### config.mk
export PLATFORM = sky130hd
export DESIGN_NAME = avri_merge
export DESIGN_NICKNAME = d
export VERILOG_FILES = /design/src/avri_pkg.sv /design/src/avri_merge.sv
export SDC_FILE = /design/constraint.sdc
export NUM_CORES = 1
export LEC_CHECK = 0
export BUFFER_PORTS_ARGS = -buffer_cell sky130_fd_sc_hd__buf_2
export CORE_AREA = 2 2 152 154
export DETAILED_ROUTE_END_ITERATION = 10
export DIE_AREA = 0 0 154 156
export GPL_TIMING_DRIVEN = 0
export PLACE_DENSITY_LB_ADDON = 0.3
export SETUP_SLACK_MARGIN = 0.5
export SLEW_MARGIN = 30
export SYNTH_ARGS = -nofsm -noshare
export SYNTH_HDL_FRONTEND = slang
export SYNTH_SLANG_ARGS = --single-unit
export TNS_END_PERCENT = 1
### constraint.sdc
create_clock -name clk -period 0.8 [get_ports clk]
set_input_delay 0.04 -clock clk [delete_from_list [all_inputs] [get_ports clk]]
set_output_delay 0.04 -clock clk [all_outputs]
set_load 0.05 [all_outputs]
### src/avri_pkg.sv
// Shared widths, register indexes and inter-module types of the velocity ramp integrator.
`default_nettype none

package avri_pkg;

	localparam int NUM_AXES  = 3;
	localparam int DIR_W     = 18;
	localparam int TICK_W    = 24;
	localparam int CFG_W     = 31;
	localparam int OUT_W     = 32;
	localparam int CFG_IDX_W = 3;

	// accel * t, and the Q23.16 product taken from it
	localparam int PROD_W = CFG_W + TICK_W;
	localparam int AT_W   = PROD_W - 16;

	// Register indexes of the configuration channel.
	typedef enum logic [CFG_IDX_W-1:0] {
		REG_ACCEL_X     = 3'd0,
		REG_ACCEL_Y     = 3'd1,
		REG_ACCEL_Z     = 3'd2,
		REG_MAX_SPEED_X = 3'd3,
		REG_MAX_SPEED_Y = 3'd4,
		REG_MAX_SPEED_Z = 3'd5
	} cfg_reg_t;

	// Stage loads and the final commit, driven by the top level into every lane.
	typedef struct packed {
		logic ld_s1;
		logic ld_s2;
		logic ld_s3;
		logic commit;
	} avri_ctrl_t;

	// What one lane hands to the merging stage.
	typedef struct packed {
		logic signed [OUT_W-1:0] move;
		logic signed [OUT_W-1:0] speed;
		logic                    rest;
		logic                    vel_nz;
	} lane_res_t;

endpackage

`default_nettype wire

### src/avri_merge.sv
// Merging stage: gates the lanes' displacements and holds the result register.
`default_nettype none

module avri_merge
	import avri_pkg::*;
(
	input  wire logic                    clk,
	input  wire logic                    arst_n,
	input  wire logic                    commit,
	input  wire lane_res_t               lane_res [NUM_AXES],
	input  wire logic                    out_ready,
	output logic                         out_valid,
	output logic signed [OUT_W-1:0]      move_out  [NUM_AXES],
	output logic signed [OUT_W-1:0]      speed_out [NUM_AXES]
);

	logic                    out_valid_q;
	logic signed [OUT_W-1:0] move_q  [NUM_AXES];
	logic signed [OUT_W-1:0] speed_q [NUM_AXES];
	logic                    moving;

	// The block only moves if some axis held a velocity before this transaction.
	always_comb begin
		moving = 1'b0;
		for (int i = 0; i < NUM_AXES; i++) begin
			moving = moving | lane_res[i].vel_nz;
		end
	end

	always_ff @(posedge clk or negedge arst_n) begin
		if (!arst_n) begin
			out_valid_q <= 1'b0;
		end else if (commit) begin
			out_valid_q <= 1'b1;
		end else if (out_ready) begin
			out_valid_q <= 1'b0;
		end
	end

	always_ff @(posedge clk) begin
		if (commit) begin
			for (int i = 0; i < NUM_AXES; i++) begin
				move_q[i]  <= (moving && !lane_res[i].rest) ? lane_res[i].move : '0;
				speed_q[i] <= lane_res[i].speed;
			end
		end
	end

	assign out_valid = out_valid_q;
	assign move_out  = move_q;
	assign speed_out = speed_q;

endmodule

`default_nettype wire

---- Word-level counts from Yosys, hierarchy flattened ----
Cells that the tools add are included.
Widths: inputs -> output; s select.
operators by class
  muxes and demuxes ....................... 2
  bitwise operators ....................... 2
  reductions and logical operators ........ 7
operator list
  kind               number
  $logic_and 1x1->1  3
  $logic_not 1->1    3
  $mux 1             2
  $or 1x1->1         2
  $reduce_bool 2->1  1
storage, ports and cells
  flip-flop bits (word level) ............. 193
  input port bits ......................... 202
  output and inout port bits .............. 193
  word-level logic and storage cells ...... 18

---- Logic depth before layout (Yosys ltp) ----
Gate-level depths: netlist of the first run.
  depth after elaboration ................. 3
  gate-level depth with buffers ........... 4
  mapped depth without buffers ............ 2

---- Least setup slack after synthesis of the first run ----
Ideal clock, no wire load.
  kind .................................... input to register
  start point ............................. input lane_res[66] (netlist name)
  end point ............................... register move_q (netlist bit move_out[45]), data pin
  library setup time ...................... 0.269 ns
  arrival ................................. 0.670 ns
  data required time ...................... 0.531 ns
  path slack .............................. -0.139 ns
  stages .................................. 4
  path buffers ............................ 2
  cells stage by stage .................... nor3_4 > buf_2 > buf_4 > nor3b_1
between the ends
  word-level cells in the longest chain between the ends .. 3
ends and longest elaborated chain
  what                           RTL line          source
  start, declared                avri_merge.sv:10  input wire lane_res_t lane_res [NUM_AXES],
  $or 1x1->1 (2 in series)       avri_merge.sv:26  moving = moving | lane_res[i].vel_nz;
  $logic_and 1x1->1              avri_merge.sv:43  move_q[i] <= (moving && !lane_res[i].rest) ? lane_res[i].move : '0;
  end signal, assigned by index  avri_merge.sv:43
  end, declared                  avri_merge.sv:18  logic signed [OUT_W-1:0] move_q [NUM_AXES];
Every way passes these cells.
A chain may end at the register's enable or synchronous reset.

---- Worst setup path in the final report of the first run ----
  start point ............................. register speed_q (netlist bit speed_out[81])
  end point ............................... output speed_out[81] (netlist name)
RTL lines
  what                             RTL line          source
  start, declared                  avri_merge.sv:19  logic signed [OUT_W-1:0] speed_q [NUM_AXES];
  start signal, assigned by index  avri_merge.sv:44  speed_q[i] <= lane_res[i].speed;
  end, declared                    avri_merge.sv:14  output logic signed [OUT_W-1:0] speed_out [NUM_AXES]
No word-level cell between the ends.

==> run metrics, run 1 <==
status complete, but fails checks; Synth cell types 9; Pwr Total 0.0267 W; Die Area 0.0240 mm²; Worst Setup End Kind output port; drt total wl 18700 µm; drt pass-1 iters 4; vias in the first global route 4638; Worst slew margin 0.535; DRC errors left 0; final period utilization 1.33; # hold bufs at CTS 1; core box area 0.0224 mm²; GRT Total Usage 0.150; Synth Cell Area 0.00663 mm²; required time of the critical path 0.76 ns; CP Class reg -> out; CTS tree built; Synth Instances 311; FF-to-FF setup slack 0.12 ns; critical path's largest stage delay 0.43 ns; global-route layer with the greatest usage met2; area delta synth->final 68.7%; Worst Hold Path EP speed_out[61]; top cell type by total area after synthesis edfxtp_1; CTS Buffer Depth 2; met3 GRT Util 0.0589; Clk pin slew, worst setup/hold paths 0.08 ns; Worst-Skew Late Latency 0.42 ns; Avg Vias per Cell 4.36; first-pass GRT wire length 27100 µm; Port Buf Inserts 394; Layout Utilization 0.500; worst setup margin -0.265 ns; M2 GR Usage 0.262; CTS Sinks 193; Detail Route Antenna Nets 0; Worst R2R End out_valid; Worst IR Drop VDD 1130 µV; Worst-Margin Slew 0.698 ns; CP Launch Type flip-flop; row count 55; Initial Util 0.297; worst reg2reg path depth 1; Min Clock Period, post-route 1.06 ns; syn_nets 513; power per cell area 2380 mW/mm²; FF-to-FF Start out_valid; DR vias 4463; Clock Skew 0 ns; Non-Filler Instances 1024; Die X 154 µm; antenna violations before repair 2; WP data arrival 1.02 ns; share of layout cells above drive strength 1 0.666; syn avg cell area 21.3 µm²; Seq/Total Area, Yosys 0.873; clk root buf clkbuf_16; Detail Placement HPWL 13000 µm; met1 Use GR 0.168; Hold WC Path Type in -> reg; hold wc startpoint lane_res[97]; largest net degree at the start of global routing 82; H-tree Lvls 4; Hold WS -0.211 ns; Slew Viols, Final 0; number of buffers and inverters on the critical path 1; Cell Chain, Critical Path buf_6; crit-path leading delay family flip-flops; Setup violations, final 193; Max Freq 939 MHz; Synth warnings 0; RePlAce Congestion 0.739; I/O pin count 395; RSZ-0062 raised after global routing yes; Pleak 4.52 nW; TritonCTS Buffers 17; top area cells in the synthesized netlist edfxtp_1 (87%), nor3b_1 (11%), clkbuf_1 (0.51%); CP Max Fanout 1; Seq cells post-synth 193; final hold vios 181; max-cap viol count 0; nets@finish 929; gr ovfl total 0; CP max stage cell edfxtp_1; Synth top area share 0.869; Post-Place Cells 992; failing checks negative hold slack, negative setup slack; WL per Instance 18.3 µm; DR iter-0 viols 205; Die Ht 156 µm; hold path cells 1; Ant. Diodes 0
## sequential cells by signal, summed over array words and instances, names as in the netlist
signal     count
out_valid      1
speed_out     96
move_out      96
## layout by cell type, fill, tap and decap left out, types with 2 or more instances in the layout
cell and n:
buf_16 3, buf_2 200, inv_8 4, inv_6 2, nor3b_1 46, edfxtp_1 192, buf_12 5, buf_6 196
clkinvlp_4 4, clkbuf_16 17, nor3b_2 48, nor3b_4 2, buf_4 2, clkbuf_2 3, clkbuf_1 6
## area by class of cell
class / count / area (µm²)
sequential: 193 / 5790
inverter: 1 / 3.75
timing repair buffer: 397 / 3280
multi-input combinational: 98 / 1010
buffer: 19 / 174
clock buffer: 17 / 425
tap: 285 / 357
fill: 1882 / 11200
clock inverter: 14 / 153
## through the flow
step,worst slack (ns),instance area (µm²),hold slack (ns),TNS (ns)
after global routing,-0.309,11200,-0.250,-50.91
after detailed placement,-0.520,9050,-0.184,-87.12
after CTS,-0.311,11200,-0.238,-46.07
after global placement,-2.85,8980,-0.185,-583.21
after floorplan,-0.0683,6660,-0.256,-3.18
final,-0.265,11200,-0.211,-40.95
## worst max path at each step
| stage | to | start | slack, ns | cells past startpoint |
|---|---|---|---|---|
| after detailed placement | move_out[55] | lane_res[0] | -0.52 | 5 |
| after global routing | speed_out[81] | speed_out[81] | -0.31 | 1 |
| after CTS | speed_out[81] | speed_out[81] | -0.31 | 1 |
| final | speed_out[81] | speed_out[81] | -0.26 | 1 |
| after global placement | speed_out[3] | commit | -2.85 | 1 |
| after floorplan | move_out[45] | lane_res[0] | -0.07 | 4 |
## where the power goes
group / internal, W / switching (W) / leakage (nW)
sequential: 0.0120 / 0.000366 / 1.87
combinational: 0.00209 / 0.00373 / 2.38
clock: 0.00441 / 0.00403 / 0.272
## per-layer routing
metal  share of wire  routed length, µm  vias to the layer above
met5          0.0013                 25                        -
met4           0.017                309                        4
met3           0.087               1630                       22
met2            0.53               9970                      228
met1            0.36               6790                     2149
li1                -                  -                     2060
## what timing repair did
action / CTS / global route
hold endpoints to repair: 230 / 230
endpoints found under the setup margin: 445 / 445
gates resized for setup: 457 / 4
setup buffers: 0 / 0
pin swaps: 51 / 38
## Yosys cell counts
cell and number:
buf_2 6, nor3_4 1, edfxtp_1 192, clkbuf_1 9, buf_4 4, inv_1 1
dfrtp_1 1, nor3b_1 96, a21o_1 1
## kinds of logic (layout without fill, tap and decap cells)
group / after synthesis / in the layout / synth area share
flip-flops: 193 / 193 / 0.873
AND/OR/NAND/NOR: 97 / 97 / 0.111
buffers and inverters: 20 / 448 / 0.0147
AO/OA/AOI/OAI: 1 / 1 / 0.00113
Power figures use the tool's default switching activity.
==> inputs of run 2 (changes only) <==
Settings changed: PLACE_DENSITY from default to 0.55, PLACE_DENSITY_LB_ADDON 0.3 to default.
==> run metrics, run 2 (synthesized netlist as in run 1, its figures left out) <==
max-cap viol count 0; first-pass GRT wire length 27700 µm; DP Area 0.00905 mm²; WP data arrival 1.03 ns; Cell Chain, Critical Path buf_6; worst setup margin -0.269 ns; Clk pin slew, worst setup/hold paths 0.08 ns; most common cell after layout, fill and taps aside buf_2; status complete, but fails checks; Min Clock Period, post-route 1.07 ns; CP Launch Type flip-flop; Pleak 4.39 nW; most frequent cells in the layout buf_2 (205), buf_6 (196), edfxtp_1 (192), nor3b_1 (96), clkbuf_16 (17); power per cell area 2440 mW/mm²; # hold bufs at CTS 1; drt total wl 19100 µm; Slew Viols, Final 0; Die Ht 156 µm; Final Instance Area 0.0109 mm²; crit-path leading delay family flip-flops; RePlAce Congestion 0.759; Setup violations, final 199; DRC errors left 0; Worst IR Drop VDD 1040 µV; Worst-Skew Late Latency 0.42 ns; critical path's largest stage delay 0.43 ns; Port Buf Inserts 394; clk root buf clkbuf_16; Hold WC Path Type in -> reg; CP Max Fanout 1; Die Area 0.0240 mm²; Hold WS -0.211 ns; CTS tree built; CTS Buffer Depth 2; Max Freq 936 MHz; area delta synth->final 63.8%; failing checks negative hold slack, negative setup slack; Detail Route Antenna Nets 0; I/O pin count 395; vias in the first global route 4612; Clock Skew 0 ns; TritonCTS Buffers 17; Detail Placement HPWL 13900 µm; WL per Instance 18.7 µm; Worst Setup End Kind output port; RSZ-0062 raised after global routing yes; final period utilization 1.34; Worst-Margin Slew 0.599 ns; number of buffers and inverters on the critical path 1; CTS Sinks 193; Avg Vias per Cell 4.31; DR vias 4417; Worst slew margin 0.601; DR iter-0 viols 258; nets@finish 929; Ant. Diodes 0; antenna violations before repair 2; Initial Util 0.297; CP max stage cell edfxtp_1; gr ovfl total 0; Die X 154 µm; CP Class reg -> out; H-tree Lvls 4; share of layout cells above drive strength 1 0.594; drt pass-1 iters 4; required time of the critical path 0.76 ns; core box area 0.0224 mm²; final hold vios 151; GRT Total Usage 0.154; dpl ws -0.512 ns; row count 55; largest net degree at the start of global routing 78
-- run 2: cell types whose count changed in the layout (fill, tap and decap cells not counted), sizes merged --
cell      change
clkinvlp      -1
inv           +1
-- run 2: metal layers --
metal	track usage	vias up	routed length [µm]
met1	0.162	2143	6790
met3	0.0692	12	1770
met2	0.285	209	10400
met5	0	-	0
li1	-	2053	-
met4	0.0329	0	172
-- run 2: worst paths after layout --
path | slack (ns) | depth (start not counted) | endpoint | startpoint
hold / removal | -0.21 | 1 | speed_out[80] | lane_res[150]
max in group asynchronous | 0.78 | 2 | out_valid | arst_n
min in group asynchronous | -0.07 | 2 | out_valid | arst_n
setup reg to reg | 0.12 | 1 | out_valid | out_valid
hold reg to reg | 0.52 | 1 | out_valid | out_valid
setup / recovery | -0.27 | 1 | speed_out[30] | speed_out[30]
-- run 2: timing repair --
| item | CTS | global route |
|---|---|---|
| buffers inserted | 0 | 0 |
| setup endpoints to repair | 482 | 422 |
| gates resized for setup | 389 | 2 |
| endpoints found under the hold margin | 192 | 183 |
| pin swaps | 1 | 2 |
-- run 2: per-stage QoR --
step	utilization	hold WS (ns)	total power, W	TNS [ns]	instances
detailed placement	0.405	-0.184	0.0172	-93.76	992
global route	0.486	-0.242	0.0274	-52.69	1024
finish	0.486	-0.211	0.0265	-40.95	1024
floorplan	-	-0.256	0.0156	-3.18	311
CTS	0.485	-0.237	0.0268	-46.77	1024
global placement	0.402	-0.185	0.0172	-600.10	990
-- run 2: layout make-up --
class / count / area [µm²]
Clock inverter: 14 / 146
Sequential cell: 193 / 5790
Fill cell: 1946 / 11500
Tap cell: 285 / 357
Buffer: 19 / 128
Timing Repair Buffer: 397 / 3270
Multi-Input combinational cell: 98 / 744
Inverter: 1 / 3.75
Clock buffer: 17 / 425
-- run 2: where the power goes --
part,internal [W],leakage [nW],switching [W]
clock network,0.00440,0.274,0.00401
logic,0.00201,2.24,0.00370
registers,0.0120,1.87,0.000368
